$ cat src/ora_pkg.sv
// package: types, constants and helpers for the obstacle repulsion accumulator
package ora_pkg;

    localparam int CORDIC_ITERATIONS = 16;

    localparam logic [1:0] CFG_RANGE    = 2'd0;
    localparam logic [1:0] CFG_GAIN     = 2'd1;
    localparam logic [1:0] CFG_EXPONENT = 2'd2;

    localparam logic [15:0] RANGE_RESET    = 16'd8192;
    localparam logic [15:0] GAIN_RESET     = 16'd256;
    localparam logic [2:0]  EXPONENT_RESET = 3'd2;

    localparam logic signed [33:0] CORDIC_START = 34'sh026DD3B6A;
    localparam logic signed [33:0] HALF_TURN    = 34'sh080000000;
    localparam logic signed [33:0] QUARTER_TURN = 34'sh040000000;

    typedef enum logic [3:0] {
        ST_IDLE,
        ST_RD,
        ST_RP,
        ST_MUL,
        ST_CORDIC,
        ST_MZ,
        ST_MX,
        ST_SQZ,
        ST_SQX,
        ST_SQRT,
        ST_VEC,
        ST_DONE
    } t_state;

    typedef struct packed {
        logic [15:0]        obstacle_distance;
        logic signed [15:0] obstacle_angle;
        logic [15:0]        goal_distance;
        logic               last_reading;
    } t_in_item;

    typedef struct packed {
        logic signed [31:0] sum_z;
        logic signed [31:0] sum_x;
        logic [30:0]        magnitude;
        logic signed [15:0] direction;
        logic               overflow;
    } t_out_item;

    function automatic logic [29:0] atan_unit(input logic [4:0] i);
        logic [29:0] v;
        case (i)
            5'd0:  v = 30'd536870912;
            5'd1:  v = 30'd316933406;
            5'd2:  v = 30'd167458907;
            5'd3:  v = 30'd85004756;
            5'd4:  v = 30'd42667331;
            5'd5:  v = 30'd21354465;
            5'd6:  v = 30'd10679838;
            5'd7:  v = 30'd5340245;
            5'd8:  v = 30'd2670163;
            5'd9:  v = 30'd1335087;
            5'd10: v = 30'd667544;
            5'd11: v = 30'd333772;
            5'd12: v = 30'd166886;
            5'd13: v = 30'd83443;
            5'd14: v = 30'd41721;
            5'd15: v = 30'd20860;
            5'd16: v = 30'd10430;
            5'd17: v = 30'd5215;
            5'd18: v = 30'd2607;
            5'd19: v = 30'd1303;
            5'd20: v = 30'd651;
            5'd21: v = 30'd325;
            5'd22: v = 30'd162;
            5'd23: v = 30'd81;
            default: v = 30'd0;
        endcase
        return v;
    endfunction

    // bit 32 flags saturation, bits 31:0 hold the clamped sum
    function automatic logic [32:0] sat_add(input logic signed [31:0] acc,
                                            input logic signed [35:0] add);
        logic signed [35:0] t;
        logic [32:0]        r;
        t = 36'(acc) + add;
        if (t > 36'sh07FFFFFFF) begin
            r = {1'b1, 32'h7FFFFFFF};
        end else if (t < -36'sh080000000) begin
            r = {1'b1, 32'h80000000};
        end else begin
            r = {1'b0, t[31:0]};
        end
        return r;
    endfunction

endpackage

$ cat src/obstacle_repulsion_accumulator_core.sv
// top level: obstacle repulsion accumulator with shared serial arithmetic
// A reading is taken in, then the two reciprocals are formed (a restoring divider that
// produces one quotient bit per cycle, 29 bits each), then the 3 + e products of the
// magnitude chain (a shift-add multiplier taking one multiplier bit per cycle, e being the
// goal exponent in use, at most 7), the sin/cos rotation CORDIC and the two components. A
// last-of-scan reading adds the squaring, the square root, the vectoring CORDIC and a step
// to register the result; the next reading is taken while that result waits in the output
// register, but a result that finishes while the previous one is still held stalls the input
// until the output register is free. A reading beyond the influence range needs no further
// work unless it closes the scan.
module obstacle_repulsion_accumulator_core (
    input  logic                  i_clk,
    input  logic                  i_rst_n,
    input  logic                  i_in_valid,
    output logic                  o_in_stall,
    input  ora_pkg::t_in_item     i_in_data,
    output logic                  o_out_valid,
    input  logic                  i_out_stall,
    output ora_pkg::t_out_item    o_out_data,
    input  logic                  i_cfg_we,
    input  logic [1:0]            i_cfg_index,
    input  logic [15:0]           i_cfg_data
);

    ora_pkg::t_state n_state;
    ora_pkg::t_state r_state;

    logic [15:0] r_range;
    logic [15:0] r_gain;
    logic [2:0]  r_exp;

    logic [15:0] r_d;
    logic [15:0] r_g;
    logic [15:0] r_ang;
    logic        r_last;
    logic [3:0]  r_nmul;
    logic [3:0]  r_step;
    logic [4:0]  r_cnt;

    logic [16:0] r_rem;
    logic [28:0] r_q;
    logic [31:0] r_rd;
    logic [31:0] r_m;

    logic [63:0]        r_ma;
    logic [31:0]        r_mb;
    logic signed [65:0] r_prod;

    logic signed [33:0] r_cx;
    logic signed [33:0] r_cy;
    logic signed [33:0] r_cz;
    logic               r_flip;

    logic [63:0] r_sq;
    logic [63:0] r_root;
    logic [63:0] r_bit;
    logic [30:0] r_mag;
    logic        r_mag_ovf;

    logic signed [49:0] r_vx;
    logic signed [49:0] r_vy;
    logic signed [33:0] r_vang;
    logic               r_zero;

    logic signed [31:0] r_acc_z;
    logic signed [31:0] r_acc_x;
    logic               r_sat;

    logic               r_out_valid;
    ora_pkg::t_out_item r_out;

    logic               in_accept;
    logic               in_range;
    logic               cnt_last;
    logic               cordic_last;
    logic               out_free;
    logic [15:0]        div_v;
    logic [16:0]        div_sh;
    logic               div_ge;
    logic [28:0]        div_q;
    logic [31:0]        recip;
    logic               mul_signed;
    logic signed [65:0] addend;
    logic signed [65:0] mul_next;
    logic [31:0]        qm;
    logic               qm_sat;
    logic [3:0]         step_next;
    logic [31:0]        mul_op;
    logic signed [33:0] cx_sh;
    logic signed [33:0] cy_sh;
    logic signed [33:0] cx_next;
    logic signed [33:0] cy_next;
    logic signed [33:0] cz_next;
    logic signed [33:0] z_init;
    logic signed [49:0] vx_sh;
    logic signed [49:0] vy_sh;
    logic signed [49:0] vx_init;
    logic signed [49:0] vy_init;
    logic [32:0]        sum_new;
    logic [31:0]        abs_z;
    logic [31:0]        abs_x;
    logic [63:0]        sq_t;
    logic [63:0]        root_next;
    logic signed [33:0] dir_sum;

    assign in_accept   = i_in_valid && !o_in_stall;
    assign in_range    = i_in_data.obstacle_distance <= r_range;
    assign cnt_last    = r_cnt == 5'd31;
    assign cordic_last = r_cnt == 5'(ora_pkg::CORDIC_ITERATIONS - 1);
    assign out_free    = !r_out_valid || !i_out_stall;

    // reciprocal 2^28 / v, one quotient bit per cycle
    assign div_v  = (r_state == ora_pkg::ST_RP) ? r_range : r_d;
    assign div_sh = {r_rem[15:0], (r_cnt == 5'd0)};
    assign div_ge = div_sh >= {1'b0, div_v};
    assign div_q  = {r_q[27:0], div_ge};
    assign recip  = (div_v == 16'd0) ? 32'hFFFFFFFF : {3'b000, div_q};

    // shift-add multiplier, sign bit of the multiplier weighs negative in signed mode
    assign mul_signed = (r_state == ora_pkg::ST_MZ) || (r_state == ora_pkg::ST_MX);
    assign addend     = r_mb[0] ? $signed({2'b00, r_ma}) : 66'sd0;
    assign mul_next   = (mul_signed && cnt_last) ? r_prod - addend : r_prod + addend;
    assign qm_sat     = mul_next[63:48] != 16'd0;
    assign qm         = qm_sat ? 32'hFFFFFFFF : mul_next[47:16];
    assign step_next  = r_step + 4'd1;

    always_comb begin
        case (step_next)
            4'd1:    mul_op = r_rd;
            4'd2:    mul_op = {8'd0, r_gain, 8'd0};
            default: mul_op = {12'd0, r_g, 4'd0};
        endcase
    end

    // rotation cordic
    assign cx_sh = r_cx >>> r_cnt;
    assign cy_sh = r_cy >>> r_cnt;
    always_comb begin
        if (r_cz >= 0) begin
            cx_next = r_cx - cy_sh;
            cy_next = r_cy + cx_sh;
            cz_next = r_cz - $signed({4'd0, ora_pkg::atan_unit(r_cnt)});
        end else begin
            cx_next = r_cx + cy_sh;
            cy_next = r_cy - cx_sh;
            cz_next = r_cz + $signed({4'd0, ora_pkg::atan_unit(r_cnt)});
        end
    end
    assign z_init = {{2{r_ang[15]}}, r_ang, 16'd0};

    // vectoring cordic
    assign vx_sh   = r_vx >>> r_cnt;
    assign vy_sh   = r_vy >>> r_cnt;
    assign vx_init = {{2{r_acc_x[31]}}, r_acc_x, 16'd0};
    assign vy_init = {{2{r_acc_z[31]}}, r_acc_z, 16'd0};

    assign sum_new = ora_pkg::sat_add(
        (r_state == ora_pkg::ST_MZ) ? r_acc_z : r_acc_x, mul_next[65:30]);
    assign abs_z   = r_acc_z[31] ? 32'(-r_acc_z) : r_acc_z;
    assign abs_x   = r_acc_x[31] ? 32'(-r_acc_x) : r_acc_x;

    assign sq_t      = r_root + r_bit;
    assign root_next = (r_sq >= sq_t) ? (r_root >> 1) + r_bit : r_root >> 1;
    assign dir_sum   = r_vang + 34'sd32768;

    always_comb begin
        n_state = r_state;
        case (r_state)
            ora_pkg::ST_IDLE: begin
                if (in_accept) begin
                    if (in_range) begin
                        n_state = ora_pkg::ST_RD;
                    end else if (i_in_data.last_reading) begin
                        n_state = ora_pkg::ST_SQZ;
                    end
                end
            end
            ora_pkg::ST_RD: begin
                if (r_cnt == 5'd28) n_state = ora_pkg::ST_RP;
            end
            ora_pkg::ST_RP: begin
                if (r_cnt == 5'd28) n_state = ora_pkg::ST_MUL;
            end
            ora_pkg::ST_MUL: begin
                if (cnt_last && step_next == r_nmul) n_state = ora_pkg::ST_CORDIC;
            end
            ora_pkg::ST_CORDIC: begin
                if (cordic_last) n_state = ora_pkg::ST_MZ;
            end
            ora_pkg::ST_MZ: begin
                if (cnt_last) n_state = ora_pkg::ST_MX;
            end
            ora_pkg::ST_MX: begin
                if (cnt_last) n_state = r_last ? ora_pkg::ST_SQZ : ora_pkg::ST_IDLE;
            end
            ora_pkg::ST_SQZ: begin
                if (cnt_last) n_state = ora_pkg::ST_SQX;
            end
            ora_pkg::ST_SQX: begin
                if (cnt_last) n_state = ora_pkg::ST_SQRT;
            end
            ora_pkg::ST_SQRT: begin
                if (cnt_last) n_state = ora_pkg::ST_VEC;
            end
            ora_pkg::ST_VEC: begin
                if (cordic_last) n_state = ora_pkg::ST_DONE;
            end
            ora_pkg::ST_DONE: begin
                if (out_free) n_state = ora_pkg::ST_IDLE;
            end
            default: n_state = ora_pkg::ST_IDLE;
        endcase
    end

    always_comb begin
        o_in_stall  = r_state != ora_pkg::ST_IDLE;
        o_out_valid = r_out_valid;
        o_out_data  = r_out;
    end

    always_ff @(posedge i_clk) begin
        if (!i_rst_n) begin
            r_state     <= ora_pkg::ST_IDLE;
            r_range     <= ora_pkg::RANGE_RESET;
            r_gain      <= ora_pkg::GAIN_RESET;
            r_exp       <= ora_pkg::EXPONENT_RESET;
            r_acc_z     <= '0;
            r_acc_x     <= '0;
            r_sat       <= 1'b0;
            r_out_valid <= 1'b0;
        end else begin
            r_state <= n_state;
            if (i_cfg_we) begin
                case (i_cfg_index)
                    ora_pkg::CFG_RANGE:    r_range <= i_cfg_data;
                    ora_pkg::CFG_GAIN:     r_gain  <= i_cfg_data;
                    ora_pkg::CFG_EXPONENT: r_exp   <= i_cfg_data[2:0];
                    default: ;
                endcase
            end
            if (r_state == ora_pkg::ST_DONE && out_free) begin
                r_out_valid <= 1'b1;
            end else if (!i_out_stall) begin
                r_out_valid <= 1'b0;
            end
            case (r_state)
                ora_pkg::ST_MUL: begin
                    if (cnt_last && qm_sat) r_sat <= 1'b1;
                end
                ora_pkg::ST_MZ: begin
                    if (cnt_last) begin
                        r_acc_z <= sum_new[31:0];
                        if (sum_new[32]) r_sat <= 1'b1;
                    end
                end
                ora_pkg::ST_MX: begin
                    if (cnt_last) begin
                        r_acc_x <= sum_new[31:0];
                        if (sum_new[32]) r_sat <= 1'b1;
                    end
                end
                ora_pkg::ST_DONE: begin
                    if (out_free) begin
                        r_acc_z     <= '0;
                        r_acc_x     <= '0;
                        r_sat       <= 1'b0;
                    end
                end
                default: ;
            endcase
        end
    end

    always_ff @(posedge i_clk) begin
        case (r_state)
            ora_pkg::ST_IDLE: begin
                r_cnt  <= '0;
                r_rem  <= '0;
                r_d    <= i_in_data.obstacle_distance;
                r_g    <= i_in_data.goal_distance;
                r_ang  <= i_in_data.obstacle_angle;
                r_last <= i_in_data.last_reading;
                r_step <= '0;
                r_ma   <= {32'd0, abs_z};
                r_mb   <= abs_z;
                r_prod <= '0;
                if ({i_in_data.obstacle_distance, 1'b0} < {1'b0, r_range}) begin
                    r_nmul <= 4'd3 + {1'b0, r_exp};
                end else begin
                    r_nmul <= 4'd5;
                end
            end
            ora_pkg::ST_RD, ora_pkg::ST_RP: begin
                r_q <= div_q;
                if (r_cnt == 5'd28) begin
                    r_cnt <= '0;
                    r_rem <= '0;
                    if (r_state == ora_pkg::ST_RD) begin
                        r_rd <= recip;
                    end else begin
                        r_ma   <= {32'd0, r_rd - recip};
                        r_mb   <= r_rd;
                        r_prod <= '0;
                    end
                end else begin
                    r_cnt <= r_cnt + 5'd1;
                    r_rem <= div_ge ? div_sh - {1'b0, div_v} : div_sh;
                end
            end
            ora_pkg::ST_MUL, ora_pkg::ST_MZ, ora_pkg::ST_MX,
            ora_pkg::ST_SQZ, ora_pkg::ST_SQX: begin
                r_cnt <= r_cnt + 5'd1;
                if (cnt_last) begin
                    r_prod <= '0;
                    case (r_state)
                        ora_pkg::ST_MUL: begin
                            r_m    <= qm;
                            r_step <= step_next;
                            r_ma   <= {32'd0, qm};
                            r_mb   <= mul_op;
                            r_cx   <= ora_pkg::CORDIC_START;
                            r_cy   <= '0;
                            if (z_init > ora_pkg::QUARTER_TURN) begin
                                r_cz   <= z_init - ora_pkg::HALF_TURN;
                                r_flip <= 1'b1;
                            end else if (z_init < -ora_pkg::QUARTER_TURN) begin
                                r_cz   <= z_init + ora_pkg::HALF_TURN;
                                r_flip <= 1'b1;
                            end else begin
                                r_cz   <= z_init;
                                r_flip <= 1'b0;
                            end
                        end
                        ora_pkg::ST_MZ: begin
                            r_ma <= {32'd0, r_m};
                            r_mb <= r_cx[31:0];
                        end
                        ora_pkg::ST_MX: begin
                            r_ma <= {32'd0, abs_z};
                            r_mb <= abs_z;
                        end
                        ora_pkg::ST_SQZ: begin
                            r_sq <= mul_next[63:0];
                            r_ma <= {32'd0, abs_x};
                            r_mb <= abs_x;
                        end
                        default: begin
                            r_sq   <= r_sq + mul_next[63:0];
                            r_root <= '0;
                            r_bit  <= 64'h4000000000000000;
                        end
                    endcase
                end else begin
                    r_prod <= mul_next;
                    r_ma   <= r_ma << 1;
                    r_mb   <= r_mb >> 1;
                end
            end
            ora_pkg::ST_CORDIC: begin
                r_cy <= cy_next;
                r_cz <= cz_next;
                if (cordic_last) begin
                    r_cnt  <= '0;
                    r_cx   <= r_flip ? -cx_next : cx_next;
                    r_ma   <= {32'd0, r_m};
                    r_mb   <= r_flip ? 32'(-cy_next) : cy_next[31:0];
                    r_prod <= '0;
                end else begin
                    r_cnt <= r_cnt + 5'd1;
                    r_cx  <= cx_next;
                end
            end
            ora_pkg::ST_SQRT: begin
                r_cnt <= r_cnt + 5'd1;
                if (r_sq >= sq_t) r_sq <= r_sq - sq_t;
                r_root <= root_next;
                r_bit  <= r_bit >> 2;
                if (cnt_last) begin
                    r_mag_ovf <= root_next[63:31] != 33'd0;
                    r_mag     <= (root_next[63:31] != 33'd0) ? 31'h7FFFFFFF
                                                            : root_next[30:0];
                    r_zero    <= (r_acc_z == 32'sd0) && (r_acc_x == 32'sd0);
                    if (r_acc_x[31]) begin
                        r_vx   <= -vx_init;
                        r_vy   <= -vy_init;
                        r_vang <= ora_pkg::HALF_TURN;
                    end else begin
                        r_vx   <= vx_init;
                        r_vy   <= vy_init;
                        r_vang <= '0;
                    end
                end
            end
            ora_pkg::ST_VEC: begin
                r_cnt <= r_cnt + 5'd1;
                if (r_vy > 0) begin
                    r_vx   <= r_vx + vy_sh;
                    r_vy   <= r_vy - vx_sh;
                    r_vang <= r_vang + $signed({4'd0, ora_pkg::atan_unit(r_cnt)});
                end else begin
                    r_vx   <= r_vx - vy_sh;
                    r_vy   <= r_vy + vx_sh;
                    r_vang <= r_vang - $signed({4'd0, ora_pkg::atan_unit(r_cnt)});
                end
            end
            ora_pkg::ST_DONE: begin
                if (out_free) begin
                    r_out.sum_z     <= r_acc_z;
                    r_out.sum_x     <= r_acc_x;
                    r_out.magnitude <= r_mag;
                    r_out.direction <= r_zero ? 16'sd0 : dir_sum[31:16];
                    r_out.overflow  <= r_sat || r_mag_ovf;
                end
            end
            default: ;
        endcase
    end

`ifndef SYNTH
    a_busy_stalls: assert property (@(posedge i_clk) disable iff (!i_rst_n)
        (r_state != ora_pkg::ST_IDLE) |-> o_in_stall)
        else $error("input taken while busy");

    a_done_loads: assert property (@(posedge i_clk) disable iff (!i_rst_n)
        (r_state == ora_pkg::ST_DONE && !r_out_valid) |=> o_out_valid)
        else $error("finished scan not registered");

    a_sums_cleared: assert property (@(posedge i_clk) disable iff (!i_rst_n)
        (r_state == ora_pkg::ST_DONE && !r_out_valid)
        |=> (r_acc_z == 32'sd0 && r_acc_x == 32'sd0 && !r_sat))
        else $error("sums not cleared after scan");

    a_no_overwrite: assert property (@(posedge i_clk) disable iff (!i_rst_n)
        (r_out_valid && i_out_stall) |=> $stable(r_out))
        else $error("pending result overwritten");
`endif

endmodule

$ cat config.mk
export PLATFORM = sky130hd
export DESIGN_NAME = obstacle_repulsion_accumulator_core
export DESIGN_NICKNAME = d
export VERILOG_FILES = /design/src/ora_pkg.sv /design/src/obstacle_repulsion_accumulator_core.sv
export SDC_FILE = /design/constraint.sdc
export NUM_CORES = 2
export LEC_CHECK = 0
export BUFFER_PORTS_ARGS = -buffer_cell sky130_fd_sc_hd__buf_4
export CORE_MARGIN = 1
export CORE_UTILIZATION = 55
export CTS_CLUSTER_SIZE = 25
export DETAILED_ROUTE_END_ITERATION = 7
export MAX_ROUTING_LAYER = met4
export PLACE_DENSITY = 0.76
export SYNTH_ARGS = -nofsm -noshare
export SYNTH_HDL_FRONTEND = slang
export SYNTH_SLANG_ARGS = --single-unit
$ cat constraint.sdc
create_clock -name i_clk -period 15.1 [get_ports i_clk]
set_input_delay 0 -clock i_clk [delete_from_list [all_inputs] [get_ports i_clk]]
set_output_delay 0 -clock i_clk [all_outputs]
set_load 0.02 [all_outputs]
==> key figures <==
Die
  – Die area: 164,000 sq um
  – Initial core utilization: 0.555
  – Core Area: between 150,000 and 200,000 sq um
  – Site Rows: 147
  – # IOs: ~190
  – Die Y: around 410 um
  – Die W: between 400 and 500 um

Critical path
  – Top cell by count, worst path: a21oi_1
  – Max FO, Critical Path: 28
  – Worst EP arrival: approximately 13 ns
  – Startpoint class of the critical path: register
  – Critical path data required time: ~16 ns
  – CP Class: register to register
  – CP Capture Type: register
  – CP delay by family, top: simple AND/OR/NAND/NOR gates
  – Critical path's slowest cell: or4b_2
  – CP bufs+invs: 2
  – Slowest stage delay, CP: 0.62 ns

Logic synthesis
  – Yosys reg bits: between 1k and 1.5k
  – Async SR Flop Fraction: 0
  – Synth Warn #: 0
  – Post-Syn Nets: 10.8k
  – Mean Syn Cell Area: 8.89 sq um
  – Synth unique cells: 100
  – Sequential area share after synthesis: 0.323
  – Synthesized cell area: roughly 89,000 sq um
  – Mapped Cells: between 10k and 15k
  – Dominant synthesized flop cell: edfxtp_1
  – Post-synth EDFFs: between 800 and 900

Clocking
  – Htree depth: 3
  – Clock latency on the worst-skew pair: roughly 0.84 ns
  – CTS clk-pin slew, worst paths: 0.07 ns
  – CTS Root Cell: clkbuf_16
  – CTS buffer count: around 120
  – Clock Sinks: approximately 1.0k
  – Setup Buffers After CTS: 0
  – CTS tree: built
  – Cts hold-fix bufs: between 150 and 200
  – Cts repair resizes: 0
  – Clk buf depth: 3

STA
  – Tmin final: 11.80 ns
  – Total negative slack: 0 ns
  – Slew Viols, Final: 0
  – Slew @ Worst Pin: between 1 and 1.5 ns
  – Fin crit share: 0.781
  – Fmax: about 85 MHz
  – RSZ-0062 raised after global routing: false
  – Final hold violation count: 0
  – Final Skew: between 0.05 and 0.06 ns
  – Slew HR: 0.190
  – Final setup violation count: 0

Min path
  – Hold Crit Class: input port to register

Drt
  – Routed wire length: ~320,000 um
  – DRT met1 WL: ~120,000 um
  – DRC Markers: 2
  – Via Count: 82.8k
  – Drt pass-1 iters: 8
  – Detail Route Antenna Nets: 0
  – WL met2: 145,000 um
  – Max Used Layer: met4
  – WL/cell: 25.9 um
  – DRT iter0 DRCs: 10.1k
  – Via density: 6.67
  – Met3 wire len: 31,200 um

Finish
  – Commonest cells after routing, fill and taps aside: 1,086 x nand2_1, 949 x nor2_1, 870 x edfxtp_1
  – Fin cells: roughly 12k
  – Nets: between 10k and 15k
  – Commonest non-fill, non-tap cell in the layout: nand2_1
  – Layout cells sized above 1: 0.0949
  – Area Overhead vs Synth: 10.1%
  – Filler cells: 13.6k

Status
  – Status: complete, but fails checks
  – Failing checks: DRC

Placement
  – GP Congestion: between 1 and 1.5
  – I/O Buffers: between 150 and 200
  – # placed instances: between 10k and 15k
  – Post-detail-place hpwl: ~240,000 um

Power and ir drop
  – Pleak: about 38 nW
  – Cell area power density: ~250 nW/um^2
  – Max VDD drop: between 150 and 200 uV

Run
  – Maxcap violations: 0

Global route
  – Number of global-route vias before repair: ~78k
  – Pin count of the biggest net entering global routing: 140
  – Total gr overflow: 0
  – First-pass GRT wire length: approximately 480,000 um
  – Antenna violations before repair: 19
  – Global Route Usage Sum: 0.393
metrics by stage:
step	area [sq um]	setup slack [ns]	utilization	hold slack, ns	total power [mW]
after detailed placement	92700	3.51	0.576	0.179	21.2
after CTS	98400	3.45	0.611	0.00136	24.5
after global routing	98400	2.67	0.611	0.0598	26.5
final	98400	3.30	0.611	0.0463	24.9
after floorplan	89400	1.90	-	0.0989	16.7
after global placement	92700	3.56	0.576	0.180	21.0
report_power, final:
part           switching [mW]  internal [mW]
sequential              0.366           4.02
combinational            11.0           6.46
clock                    1.34           1.77
total                    12.7           12.2
final cells by class:
cell class              count  area, sq um  share of cell area
flip-flops and latches   1005        28800               0.293
diodes                     10         25.0            0.000254
multi-input cells        8220        57500               0.585
repair buffers            455         3850              0.0391
clock inverters            82         1010              0.0103
clock buffers             141         3130              0.0318
well taps                2160         2700              0.0275
inverters                 345         1300              0.0132
synth_stat cells (all sizes together), types with 30 or more instances:
library cell     n  area [sq um]
dfxtp          135          2700
o21ai          649          3250
o22ai           59           369
nor2           959          3600
and2           170          1060
a211oi         127           953
o31ai           89           696
buf             87           395
nor4            49           307
o21a           108           811
or2             68           425
o21bai          78           586
edfxtp         870         26100
ha             623          7790
nand3          187           936
and3            87           544
nand2b         123           769
a21o           270          2030
nor3           185           926
mux2i          170          1700
nand2         1092          4100
a31o            30           263
a21boi          74           556
o211ai          54           405
mux4           187          4210
inv            343          1290
nor2b          117           732
mux2            84           946
a31oi          124           776
xor2           455          3990
a21oi          761          3810
nand4           87           544
xnor2          503          4420
or3            108           676
clkbuf         401          1510
o221a           55           619
a221o           48           480
a221oi          62           543
state kept, by name (all words and copies together), names as in the netlist, 50 cells and up, named ones only:
register    cells
o_out_data    112
r_vy           50
r_prod         66
r_ma           64
r_vx           50
r_root         64
r_sq           64
cells by family after synthesis:
| family | Yosys count | share of synthesized area |
|---|---|---|
| flops | 1005 | 0.323 |
| fa+ha+maj | 636 | 0.0900 |
| xor+xnor | 960 | 0.0947 |
| simple gates | 3352 | 0.175 |
| compound gates | 2831 | 0.206 |
| buf+inv | 833 | 0.0358 |
| mux | 441 | 0.0768 |
layer usage:
layer,GRT usage,vias up
met5,-,-
met4,0.242,0
met3,0.0761,1119
met2,0.597,4653
met1,0.481,39600
li1,-,37500
worst paths after layout:
kind              cells after the start     startpoint  slack, ns              to
setup / recovery                     36        r_ma[1]       3.30      r_acc_x[5]
hold / removal                        4  i_cfg_data[1]       0.05       r_gain[1]
setup reg to reg                     36        r_ma[1]       3.30      r_acc_x[5]
hold reg to reg                       0      r_mag[13]       0.42  o_out_data[30]
worst register-to-register path, delay by kind of cell (launching register included):
family	cells	cell delay [ns]
AO/OA/AOI/OAI	17	4.36
XOR/XNOR	2	0.42
adder cells (fa/ha/maj)	2	0.78
buffers and inverters	2	0.43
flip-flops	1	0.48
AND/OR/NAND/NOR	13	5.29
Note: power is estimated with default switching activity, not from simulation.
